===== config.mk =====
export PLATFORM = sky130hd
export DESIGN_NAME = two_class_priority_adv_queue
export DESIGN_NICKNAME = d
export VERILOG_FILES = /design/src/tcpaq_pkg.sv /design/src/tcpaq_ram.sv /design/src/two_class_priority_adv_queue.sv
export SDC_FILE = /design/constraint.sdc
export NUM_CORES = 1
export LEC_CHECK = 0
export BUFFER_PORTS_ARGS = -buffer_cell sky130_fd_sc_hd__buf_4
export CAP_MARGIN = 40
export CELL_PAD_IN_SITES_DETAIL_PLACEMENT = 0
export CELL_PAD_IN_SITES_GLOBAL_PLACEMENT = 1
export CORE_MARGIN = 5
export CORE_UTILIZATION = 47
export CTS_CLUSTER_SIZE = 8
export DETAILED_ROUTE_END_ITERATION = 8
export PLACE_DENSITY = 0.82
export SLEW_MARGIN = 20
export SYNTH_ARGS = -nofsm -noshare
export SYNTH_HDL_FRONTEND = slang
export SYNTH_SLANG_ARGS = --single-unit
export TNS_END_PERCENT = 1

===== constraint.sdc =====
create_clock -name clk_i -period 3.49 [get_ports clk_i]
set_input_delay 0.349 -clock clk_i [delete_from_list [all_inputs] [get_ports clk_i]]
set_output_delay 0.349 -clock clk_i [all_outputs]
set_load 0.1 [all_outputs]

===== src/tcpaq_pkg.sv =====
// Shared constants and codes for the two-class priority advertising queue.
`default_nettype none

package tcpaq_pkg;

  localparam int DEF_QUEUE_DEPTH = 16;
  localparam int DEF_TAG_BITS    = 16;

  localparam int OP_W      = 2;
  localparam int STATUS_W  = 2;
  localparam int LIMIT_W   = 5;
  localparam int FILL_W    = 5;
  localparam int TOTAL_W   = 32;
  localparam int CFG_IDX_W = 8;

  localparam logic [LIMIT_W-1:0] LIMIT_RESET = 5'd16;

  // opcodes
  localparam logic [OP_W-1:0] OP_ENQ_ORIG  = 2'd0;
  localparam logic [OP_W-1:0] OP_ENQ_RELAY = 2'd1;
  localparam logic [OP_W-1:0] OP_ADVERTISE = 2'd2;

  // enqueue status codes
  localparam logic [STATUS_W-1:0] STAT_ACCEPTED = 2'd0;
  localparam logic [STATUS_W-1:0] STAT_DROPPED  = 2'd1;
  localparam logic [STATUS_W-1:0] STAT_NONE     = 2'd2;

  // configuration register indexes
  localparam logic [CFG_IDX_W-1:0] CFG_ORIG_LIMIT  = 8'd0;
  localparam logic [CFG_IDX_W-1:0] CFG_RELAY_LIMIT = 8'd1;

endpackage

`default_nettype wire


===== src/tcpaq_ram.sv =====
// Generic single-write, single-read RAM with registered, enabled read.
`default_nettype none

module tcpaq_ram #(
  parameter int WIDTH = 16,
  parameter int DEPTH = 16,
  localparam int AW   = (DEPTH > 1) ? $clog2(DEPTH) : 1
) (
  input  wire logic             clk_i,
  input  wire logic             we_i,
  input  wire logic [AW-1:0]    waddr_i,
  input  wire logic [WIDTH-1:0] wdata_i,
  input  wire logic             re_i,
  input  wire logic [AW-1:0]    raddr_i,
  output logic      [WIDTH-1:0] rdata_o
);

  logic [WIDTH-1:0] mem_q [DEPTH];
  logic [WIDTH-1:0] rdata_q;

  always_ff @(posedge clk_i) begin
    if (we_i) begin
      mem_q[waddr_i] <= wdata_i;
    end
    // read data holds until the next enabled read
    if (re_i) begin
      rdata_q <= mem_q[raddr_i];
    end
  end

  assign rdata_o = rdata_q;

endmodule

`default_nettype wire


===== src/two_class_priority_adv_queue.sv =====
// Two-class strict-priority tag queue with tail drop and saturating counters.
// The result word of an accepted input word is registered for the next cycle.
// Throughput: one word per cycle unless a result is held; the served tag RAM's
// registered read port fetches the head tag in the cycle an advertise is taken.
// Reset clears heads, fills and counters and sets both limits to 16;
// tag RAM contents are undefined until written and need no clearing pass.
`default_nettype none

module two_class_priority_adv_queue #(
  parameter int QUEUE_DEPTH = tcpaq_pkg::DEF_QUEUE_DEPTH,
  parameter int TAG_BITS    = tcpaq_pkg::DEF_TAG_BITS
) (
  input  wire logic                             clk_i,
  input  wire logic                             rst_ni,

  input  wire logic                             cfg_valid_i,
  output logic                                  cfg_ready_o,
  input  wire logic [tcpaq_pkg::CFG_IDX_W-1:0]  cfg_index_i,
  input  wire logic [tcpaq_pkg::LIMIT_W-1:0]    cfg_data_i,

  input  wire logic                             in_valid_i,
  output logic                                  in_ready_o,
  input  wire logic [tcpaq_pkg::OP_W-1:0]       opcode_i,
  input  wire logic [TAG_BITS-1:0]              packet_tag_i,

  output logic                                  out_valid_o,
  input  wire logic                             out_ready_i,
  output logic                                  sent_valid_o,
  output logic      [TAG_BITS-1:0]              sent_tag_o,
  output logic                                  sent_from_relay_o,
  output logic      [tcpaq_pkg::STATUS_W-1:0]   enqueue_status_o,
  output logic      [tcpaq_pkg::TOTAL_W-1:0]    originator_drops_o,
  output logic      [tcpaq_pkg::TOTAL_W-1:0]    relay_drops_o,
  output logic      [tcpaq_pkg::TOTAL_W-1:0]    relays_sent_o,
  output logic      [tcpaq_pkg::FILL_W-1:0]     originator_fill_o,
  output logic      [tcpaq_pkg::FILL_W-1:0]     relay_fill_o
);

  import tcpaq_pkg::*;

  localparam int PTR_W = (QUEUE_DEPTH > 1) ? $clog2(QUEUE_DEPTH) : 1;
  localparam int CNT_W = $clog2(QUEUE_DEPTH + 1);
  localparam int SUM_W = ((CNT_W > PTR_W) ? CNT_W : PTR_W) + 1;
  localparam int CMP_W = (CNT_W > LIMIT_W) ? CNT_W : LIMIT_W;

  function automatic logic [PTR_W-1:0] tail_of(logic [PTR_W-1:0] head,
                                                logic [CNT_W-1:0] cnt);
    logic [SUM_W-1:0] sum;
    sum = SUM_W'(head) + SUM_W'(cnt);
    if (sum >= SUM_W'(QUEUE_DEPTH)) begin
      sum = sum - SUM_W'(QUEUE_DEPTH);
    end
    return sum[PTR_W-1:0];
  endfunction

  function automatic logic [PTR_W-1:0] head_next(logic [PTR_W-1:0] head);
    return (head == PTR_W'(QUEUE_DEPTH - 1)) ? '0 : head + PTR_W'(1);
  endfunction

  function automatic logic is_full(logic [CNT_W-1:0] cnt, logic [LIMIT_W-1:0] lim);
    return (CMP_W'(cnt) >= CMP_W'(lim)) || (cnt == CNT_W'(QUEUE_DEPTH));
  endfunction

  function automatic logic [TOTAL_W-1:0] sat_inc(logic [TOTAL_W-1:0] v);
    return (&v) ? v : v + TOTAL_W'(1);
  endfunction

  logic [LIMIT_W-1:0]  orig_limit_q, relay_limit_q;
  logic [PTR_W-1:0]    orig_head_q, orig_head_d, relay_head_q, relay_head_d;
  logic [CNT_W-1:0]    orig_cnt_q, orig_cnt_d, relay_cnt_q, relay_cnt_d;
  logic [TOTAL_W-1:0]  orig_drops_q, orig_drops_d, relay_drops_q, relay_drops_d;
  logic [TOTAL_W-1:0]  relays_sent_q, relays_sent_d;
  logic                out_valid_q, out_valid_d;
  logic                sent_valid_q, sent_valid_d;
  logic                from_relay_q, from_relay_d;
  logic [STATUS_W-1:0] status_q, status_d;

  logic accept;
  logic is_eo, is_er, is_adv;
  logic orig_full, relay_full;
  logic orig_push, relay_push, orig_pop, relay_pop;
  logic [TAG_BITS-1:0] orig_rdata, relay_rdata;

  assign cfg_ready_o = 1'b1;
  assign in_ready_o  = !out_valid_q || out_ready_i;
  assign accept      = in_valid_i && in_ready_o;

  assign is_eo  = (opcode_i == OP_ENQ_ORIG);
  assign is_er  = (opcode_i == OP_ENQ_RELAY);
  assign is_adv = (opcode_i == OP_ADVERTISE);

  assign orig_full  = is_full(orig_cnt_q, orig_limit_q);
  assign relay_full = is_full(relay_cnt_q, relay_limit_q);

  assign orig_push  = accept && is_eo && !orig_full;
  assign relay_push = accept && is_er && !relay_full;
  // strict priority: relay is served only when the originator queue is empty
  assign orig_pop   = accept && is_adv && (orig_cnt_q != '0);
  assign relay_pop  = accept && is_adv && (orig_cnt_q == '0) && (relay_cnt_q != '0);

  always_comb begin
    orig_head_d   = orig_head_q;
    relay_head_d  = relay_head_q;
    orig_cnt_d    = orig_cnt_q;
    relay_cnt_d   = relay_cnt_q;
    orig_drops_d  = orig_drops_q;
    relay_drops_d = relay_drops_q;
    relays_sent_d = relays_sent_q;
    out_valid_d   = out_valid_q;
    sent_valid_d  = sent_valid_q;
    from_relay_d  = from_relay_q;
    status_d      = status_q;

    if (out_valid_q && out_ready_i) begin
      out_valid_d = 1'b0;
    end

    if (accept) begin
      out_valid_d  = 1'b1;
      sent_valid_d = orig_pop || relay_pop;
      from_relay_d = relay_pop;
      status_d     = STAT_NONE;

      if (is_eo) begin
        status_d = orig_full ? STAT_DROPPED : STAT_ACCEPTED;
        if (orig_full) begin
          orig_drops_d = sat_inc(orig_drops_q);
        end
      end
      if (is_er) begin
        status_d = relay_full ? STAT_DROPPED : STAT_ACCEPTED;
        if (relay_full) begin
          relay_drops_d = sat_inc(relay_drops_q);
        end
      end

      if (orig_push) begin
        orig_cnt_d = orig_cnt_q + CNT_W'(1);
      end
      if (relay_push) begin
        relay_cnt_d = relay_cnt_q + CNT_W'(1);
      end
      if (orig_pop) begin
        orig_cnt_d  = orig_cnt_q - CNT_W'(1);
        orig_head_d = head_next(orig_head_q);
      end
      if (relay_pop) begin
        relay_cnt_d   = relay_cnt_q - CNT_W'(1);
        relay_head_d  = head_next(relay_head_q);
        relays_sent_d = sat_inc(relays_sent_q);
      end
    end
  end

  always_ff @(posedge clk_i or negedge rst_ni) begin
    if (!rst_ni) begin
      orig_limit_q  <= LIMIT_RESET;
      relay_limit_q <= LIMIT_RESET;
      orig_head_q   <= '0;
      relay_head_q  <= '0;
      orig_cnt_q    <= '0;
      relay_cnt_q   <= '0;
      orig_drops_q  <= '0;
      relay_drops_q <= '0;
      relays_sent_q <= '0;
      out_valid_q   <= 1'b0;
      sent_valid_q  <= 1'b0;
      from_relay_q  <= 1'b0;
      status_q      <= STAT_NONE;
    end else begin
      if (cfg_valid_i && cfg_ready_o) begin
        unique case (cfg_index_i)
          CFG_ORIG_LIMIT:  orig_limit_q  <= cfg_data_i;
          CFG_RELAY_LIMIT: relay_limit_q <= cfg_data_i;
          default: ;
        endcase
      end
      orig_head_q   <= orig_head_d;
      relay_head_q  <= relay_head_d;
      orig_cnt_q    <= orig_cnt_d;
      relay_cnt_q   <= relay_cnt_d;
      orig_drops_q  <= orig_drops_d;
      relay_drops_q <= relay_drops_d;
      relays_sent_q <= relays_sent_d;
      out_valid_q   <= out_valid_d;
      sent_valid_q  <= sent_valid_d;
      from_relay_q  <= from_relay_d;
      status_q      <= status_d;
    end
  end

  tcpaq_ram #(
    .WIDTH (TAG_BITS),
    .DEPTH (QUEUE_DEPTH)
  ) u_orig_ram (
    .clk_i   (clk_i),
    .we_i    (orig_push),
    .waddr_i (tail_of(orig_head_q, orig_cnt_q)),
    .wdata_i (packet_tag_i),
    .re_i    (orig_pop),
    .raddr_i (orig_head_q),
    .rdata_o (orig_rdata)
  );

  tcpaq_ram #(
    .WIDTH (TAG_BITS),
    .DEPTH (QUEUE_DEPTH)
  ) u_relay_ram (
    .clk_i   (clk_i),
    .we_i    (relay_push),
    .waddr_i (tail_of(relay_head_q, relay_cnt_q)),
    .wdata_i (packet_tag_i),
    .re_i    (relay_pop),
    .raddr_i (relay_head_q),
    .rdata_o (relay_rdata)
  );

  // counters and fills are the live state: it only moves when a new word is taken
  assign out_valid_o        = out_valid_q;
  assign sent_valid_o       = sent_valid_q;
  assign sent_from_relay_o  = from_relay_q;
  assign sent_tag_o         = !sent_valid_q ? '0 : (from_relay_q ? relay_rdata : orig_rdata);
  assign enqueue_status_o   = status_q;
  assign originator_drops_o = orig_drops_q;
  assign relay_drops_o      = relay_drops_q;
  assign relays_sent_o      = relays_sent_q;
  assign originator_fill_o  = FILL_W'(orig_cnt_q);
  assign relay_fill_o       = FILL_W'(relay_cnt_q);

endmodule

`default_nettype wire


; ---- Word-level counts from Yosys, hierarchy flattened
; Memories as Yosys holds them, arrays and structs flattened. A register that Yosys moved wholly into a read port is not among the register bits.
; Index checks and enable logic that the tools add are counted.
[op_classes]
addsub = 13
magnitude_cmp = 4
eq_ne = 7
n_mux = 20
bitwise_logic = 3
reduce_logical = 37
[ops]
columns = operator, count
row1 = $add A32 B1 Y32 const B, 3
row2 = $reduce_and A32 Y1, 3
row3 = $mux W16, 2
row4 = $mux W5, 4
row5 = $mux W4, 4
row6 = $add A4 B5 Y6, 2
row7 = $ge A6 B5 Y1 const B, 2
row8 = $reduce_and A2 Y1, 6
row9 = $add A5 B1 Y5 const B, 2
row10 = $eq A5 B5 Y1 const B, 2
row11 = $ge A5 B5 Y1, 2
row12 = $logic_and A1 B1 Y1, 10
row13 = $reduce_bool A5 Y1, 2
row14 = $sub A5 B1 Y5 const B, 2
row15 = $add A4 B1 Y4 const B, 2
row16 = $eq A4 B4 Y1 const B, 2
row17 = $eq A8 B1 Y1 const B, 1
row18 = $logic_not A8 Y1, 1
row19 = $mux W1, 8
row20 = $reduce_and A4 Y1, 2
row21 = $sub A4 B1 Y4 const B, 2
row22 = $reduce_bool A2 Y1, 3
row23 = $logic_not A5 Y1, 1
row24 = $logic_or A1 B1 Y1, 4
row25 = 7 further kinds, 12
[totals]
n_memories = 2
ram_bits = 512
output_inout_bits = 129
ff_bits = 129
[memory_table]
columns = memory, words, width, rd, rd_ports_with_merged_regs, write_ports, line_no
row1 = u_orig_ram.mem_q, 16, 16, 1, 1, 1, tcpaq_ram.sv:18  ; logic [WIDTH-1:0] mem_q [DEPTH];
row2 = u_relay_ram.mem_q, 16, 16, 1, 1, 1, tcpaq_ram.sv:18

; ---- Longest topological paths before layout
[depth]
word_depth = 8
mapped_depth = 12
ltp_nobuf = 11

; ---- Cells and area by module
; A second synthesis with hierarchy kept.
[unflattened]
cells_unflattened = 1549
hier_area_um2 = 27599.0
[by_module_without_submodules]
columns = module, n_inst, area_each_um2, cells_per_inst
row1 = tcpaq_ram, 2, 10203.5, 432
row2 = two_class_priority_adv_queue, 1, 7191.9, 685

; ---- Worst setup path before layout
; OpenSTA, ideal clock, no wires.
[synth_timing]
path_kind = register -> register
start = register relay_cnt_q[0] (netlist: relay_fill_o[0])
end = memory u_relay_ram.mem_q[0][0] (enable)
path_stages_with_launch = 8
period_less_slack_ns = 4.570
path_buffers = 0
t_arrival_ns = 4.139
required_time_ns = 3.060
path_slack_ns = -1.080
setup_ns = 0.430
path_cell_list = dfrtp_1 inv_1 ha_1 nand2b_1 a2111oi_2 o21a_1 nand2_1 nor4_1
[synth_via]
elab_chain_len = 6
word_cells_on_any_way = 11
[synth_rtl]
columns = element, line_no
row1 = "start, declared", two_class_priority_adv_queue.sv:70  ; logic [CNT_W-1:0] orig_cnt_q, orig_cnt_d, relay_cnt_q, relay_cnt_d;
row2 = "start signal, assigned", two_class_priority_adv_queue.sv:181  ; relay_cnt_q <= relay_cnt_d;
row3 = "parallel branches: the longest is 6 deep, another holds $add A4 B5 Y6", --
row4 = "end, declared", tcpaq_ram.sv:18
; Several ways; the timed one is not identified.

; ---- Final worst setup path
[layout_timing]
start = register relay_cnt_q[0] (netlist: relay_fill_o[0])
end = memory u_relay_ram.mem_q[12][7] (enable)
; The elaborated chain is that of the path after synthesis.

==> impl_metrics.yaml <==
run_status:
  status: "finished clean"
clock_network:
  cts_tree: "done"
  cts_buffers: 94
  clk_pin_slew_ns: 0.06
  cts-root-buf: "clkbuf_16"
  insertion_delay_ns: 0.63
  ctsResizeCount: 0
  clock_sinks: 673
  h-tree-depth: 3
  clk_path_buf_depth: 3
critical_path:
  cp-startpoint: "relay_fill_o[0]$_DFFE_PN0P_"
  rr_startpoint: "relay_fill_o[0]$_DFFE_PN0P_"
  worstPathRequired_ns: 3.78
  endpoint: "u_relay_ram.mem_q[12][7]$_DFFE_PP_"
  worstSetupStartpointType: "flip-flop"
  critPathMaxFanout: 16
  ff2ff_setup_slack_ns: 0.34
  cp-end-kind: "flip-flop"
  cp_slowest_stage_delay_ns: 0.46
  critical_path_class: "flip-flop to flip-flop"
  worst-path-buf-inv: 2
  crit_chain: "inv_1 -> ha_1 -> nand2b_1 -> a2111oi_2 -> o21a_1 -> nand2_1 -> nor4_4 -> buf_4"
  crit_family: "simple AND/OR/NAND/NOR gates"
  cp.arrival_ns: 3.44
  crit_path_top_delay_cell: "a2111oi_2"
  ff2ff_path_depth: 8
  r2r_end: "u_relay_ram.mem_q[12][7]$_DFFE_PP_"
  cp.depth: 8
pwr:
  p_sw_uw: 7390
  sequentialPowerShare_pct: 40.0
  comb_power_share_pct: 25.5
  power_leakage_uw: 0.0117
  power_density_nw_per_um2: 716
  clkPwrFrac_pct: 34.5
  p_int_uw: 16200
  sw_frac_of_total_pct: 31.4
  vdd.ir_drop.worst_v: 0.000525
synth:
  yosysWarningCount: 0
  yosysSeqAreaShare_pct: 70.6
  synthTopCellsByCount: "544 x edfxtp_1, 126 x dfrtp_1, 112 x mux4_2"
  yosys_register_bits: 673
  synth_nets: 1664
  yosysMostFrequentCell: "edfxtp_1"
  synth_top_area_share_pct: 58.9
  synth.area.top_cells: "edfxtp_1 59%, dfrtp_1 11%, mux4_2 9.1%"
  yosys.cell_types.count: 75
  synth_edf_count: 544
  synthFlopType: "edfxtp_1"
  netlist.top_cell.by_area: "edfxtp_1"
  ys_async_sr_fraction_pct: 19.2
  netlist_instances: 1600
  postSynthAreaPerCell_um2: 17.3
  syn_area_um2: 27700
route:
  vias: 15600
  wirelength_um: 67300
  drtAntennaViolNets: 0
  first_pass_iters: 5
  routed_via_density: 5.84
  drt_iter0_markers: 1430
  detail_route.wl_per_cell_um: 25.2
  drc: 0
placed_design:
  dp_slack_ns: 0.363
  dp_hpwl_um: 42500
  routabilityCongestion: 0.820
  postPlaceCellArea_um2: 30200
  place_inst: 2528
  portBuffers: 163
sta:
  post-route-period-util_pct: 90.4
  fmax_mhz: 317
  maxSlewViolCount: 0
  rsz0062_at_grt: "false"
  worstMarginPinSlew_ns: 0.902
  hold_viol: 0
  worst_slack_ns: 0.335
  fin_skew_ns: 0.0233
  setup_viol: 0
  min_period_ns: 3.15
  whs_ns: 0.0511
  relSlewSlack_pct: 39.8
global_routing:
  grt_pass1_wl_um: 101000
  grt_max_degree: 102
  gr-total-overflow: 0
  antenna_found_initial: 0
  gr-usage-all-layers_pct: 20.9
  first_global_vias: 15700
cells_and_area:
  nFillCells: 4397
  area_delta_synth_final_pct: 18.7
  diodes: 0
  final_cell_count_no_fill: 2667
  drive_gt1_share_pct: 26.7
  stdcell_area_um2: 32900
  fin_nets: 1923
  final_util_pct: 56.1
floorplan:
  ios: 165
  initial_core_util_pct: 47.2
  die_height_um: 253
  die_x_um: 253
  core_um2: 58700
  num_rows: 89
  die_area_um2: 63900
min_path:
  hp-class: "input port to flip-flop"
job:
  drv_cap: 0
[tightest hold or removal path: cells and delay by family]
kind          cells  cell delay [ns]
simple gates      2             0.21
buf+inv           1             0.08
[metal layers]
| metal | track usage (%) | routed length (µm) | up-vias |
|---|---|---|---|
| met5 | 0 | 0 | - |
| met1 | 29.5 | 27300 | 7984 |
| li1 | - | - | 6806 |
| met2 | 33.6 | 32800 | 686 |
| met3 | 4.38 | 5780 | 98 |
| met4 | 5.80 | 1420 | 0 |
[state kept, by name, summed over array words and instances, names as in the netlist]
register / cells
u_orig_ram.mem_q: 256
u_relay_ram.mem_q: 256
originator_drops_o: 32
relay_drops_o: 32
relays_sent_o: 32
u_orig_ram.rdata_o: 16
u_relay_ram.rdata_o: 16
orig_limit_q: 5
originator_fill_o: 5
relay_fill_o: 5
relay_limit_q: 5
orig_head_q: 4
relay_head_q: 4
enqueue_status_o: 2
out_valid_o: 1
sent_from_relay_o: 1
sent_valid_o: 1
[power by group through the flow]
stage                     registers [µW]  logic (µW)  clock network [µW]
final                               9410        6020                8120
after global placement              9530        5860                   0
after global routing                9440        6360                8640
after floorplan                    10100        3530                   0
after detailed placement            9550        5960                   0
after CTS                           9410        6030                8270
[how the worst min path moves through the flow]
stage	start	end	slack (ns)	depth (start not counted)
3_5_place_dp	rst_ni	relay_drops_o[13]$_DFFE_PN0P_	0.20	1
3_3_place_gp	originator_drops_o[27]$_DFFE_PN0P_	originator_drops_o[27]$_DFFE_PN0P_	0.48	1
6_report	out_ready_i	out_valid_o$_DFFE_PN0P_	0.05	3
5_1_grt	out_ready_i	out_valid_o$_DFFE_PN0P_	0.06	3
4_1_cts	out_ready_i	out_valid_o$_DFFE_PN0P_	0.02	3
2_1_floorplan	rst_ni	enqueue_status_o[0]$_DFFE_PN0P_	0.05	0
[per-stage QoR]
| stage | setup TNS [ns] | total power [µW] |
|---|---|---|
| finish | 0 | 23600 |
| global route | 0 | 24400 |
| CTS | 0 | 23700 |
| detailed placement | 0 | 15500 |
| global placement | 0 | 15400 |
| floorplan | -17.11 | 13700 |
[repair_timing]
action | in CTS | in global routing
hold buffers | 8 | 0
buffers inserted | 0 | 0
hold endpoints to repair | 120 | 0
[logic make-up (layout without fill, tap and decap cells)]
| logic type | count (synthesis) | count (layout) | synth area share [%] |
|---|---|---|---|
| other | 1 | 1 | 0.0135 |
| AOI/OAI and AO/OA | 132 | 132 | 3.15 |
| muxes | 206 | 206 | 12.6 |
| buffers and inverters | 83 | 377 | 1.26 |
| and+or+nand+nor | 369 | 369 | 7.63 |
| xor gates and xnor gates | 108 | 108 | 3.41 |
| adders and majority gates | 28 | 28 | 1.34 |
| DFF | 673 | 673 | 70.6 |
[layout by cell type, fill, tap and decap left out, types with 4 or more instances in the layout]
cell and instances:
edfxtp_1 544, buf_4 211, dfrtp_1 122, mux4_2 112, nand2_1 99, clkbuf_16 95
xnor2_1 78, mux2i_1 69, nor2_1 54, nand3_1 53, o21ai_0 44, nand4_1 34
xor2_1 30, a21oi_1 29, clkbuf_1 27, ha_1 25, mux2_2 24, and3_1 21
inv_1 19, nor3_1 19, nor2b_1 18, a221oi_1 16, a22oi_1 16, nor4_4 11
and4_1 8, dlygate4sd3_1 8, and2_1 6, a21o_1 6, nor4_1 5, nand3b_1 4
[cell type report]
cell class                      instances  area (µm²)  area share (%)
Tap cell                              773         967            2.94
Sequential cell                       673       19600            59.5
Clock inverter                          7        93.8           0.285
Inverter                               20        75.1           0.228
Multi-Input combinational cell        844        7870            23.9
Timing Repair Buffer                  226        1810            5.50
Clock buffer                          124        2510            7.62
Note: power is estimated with default switching activity, not from simulation.
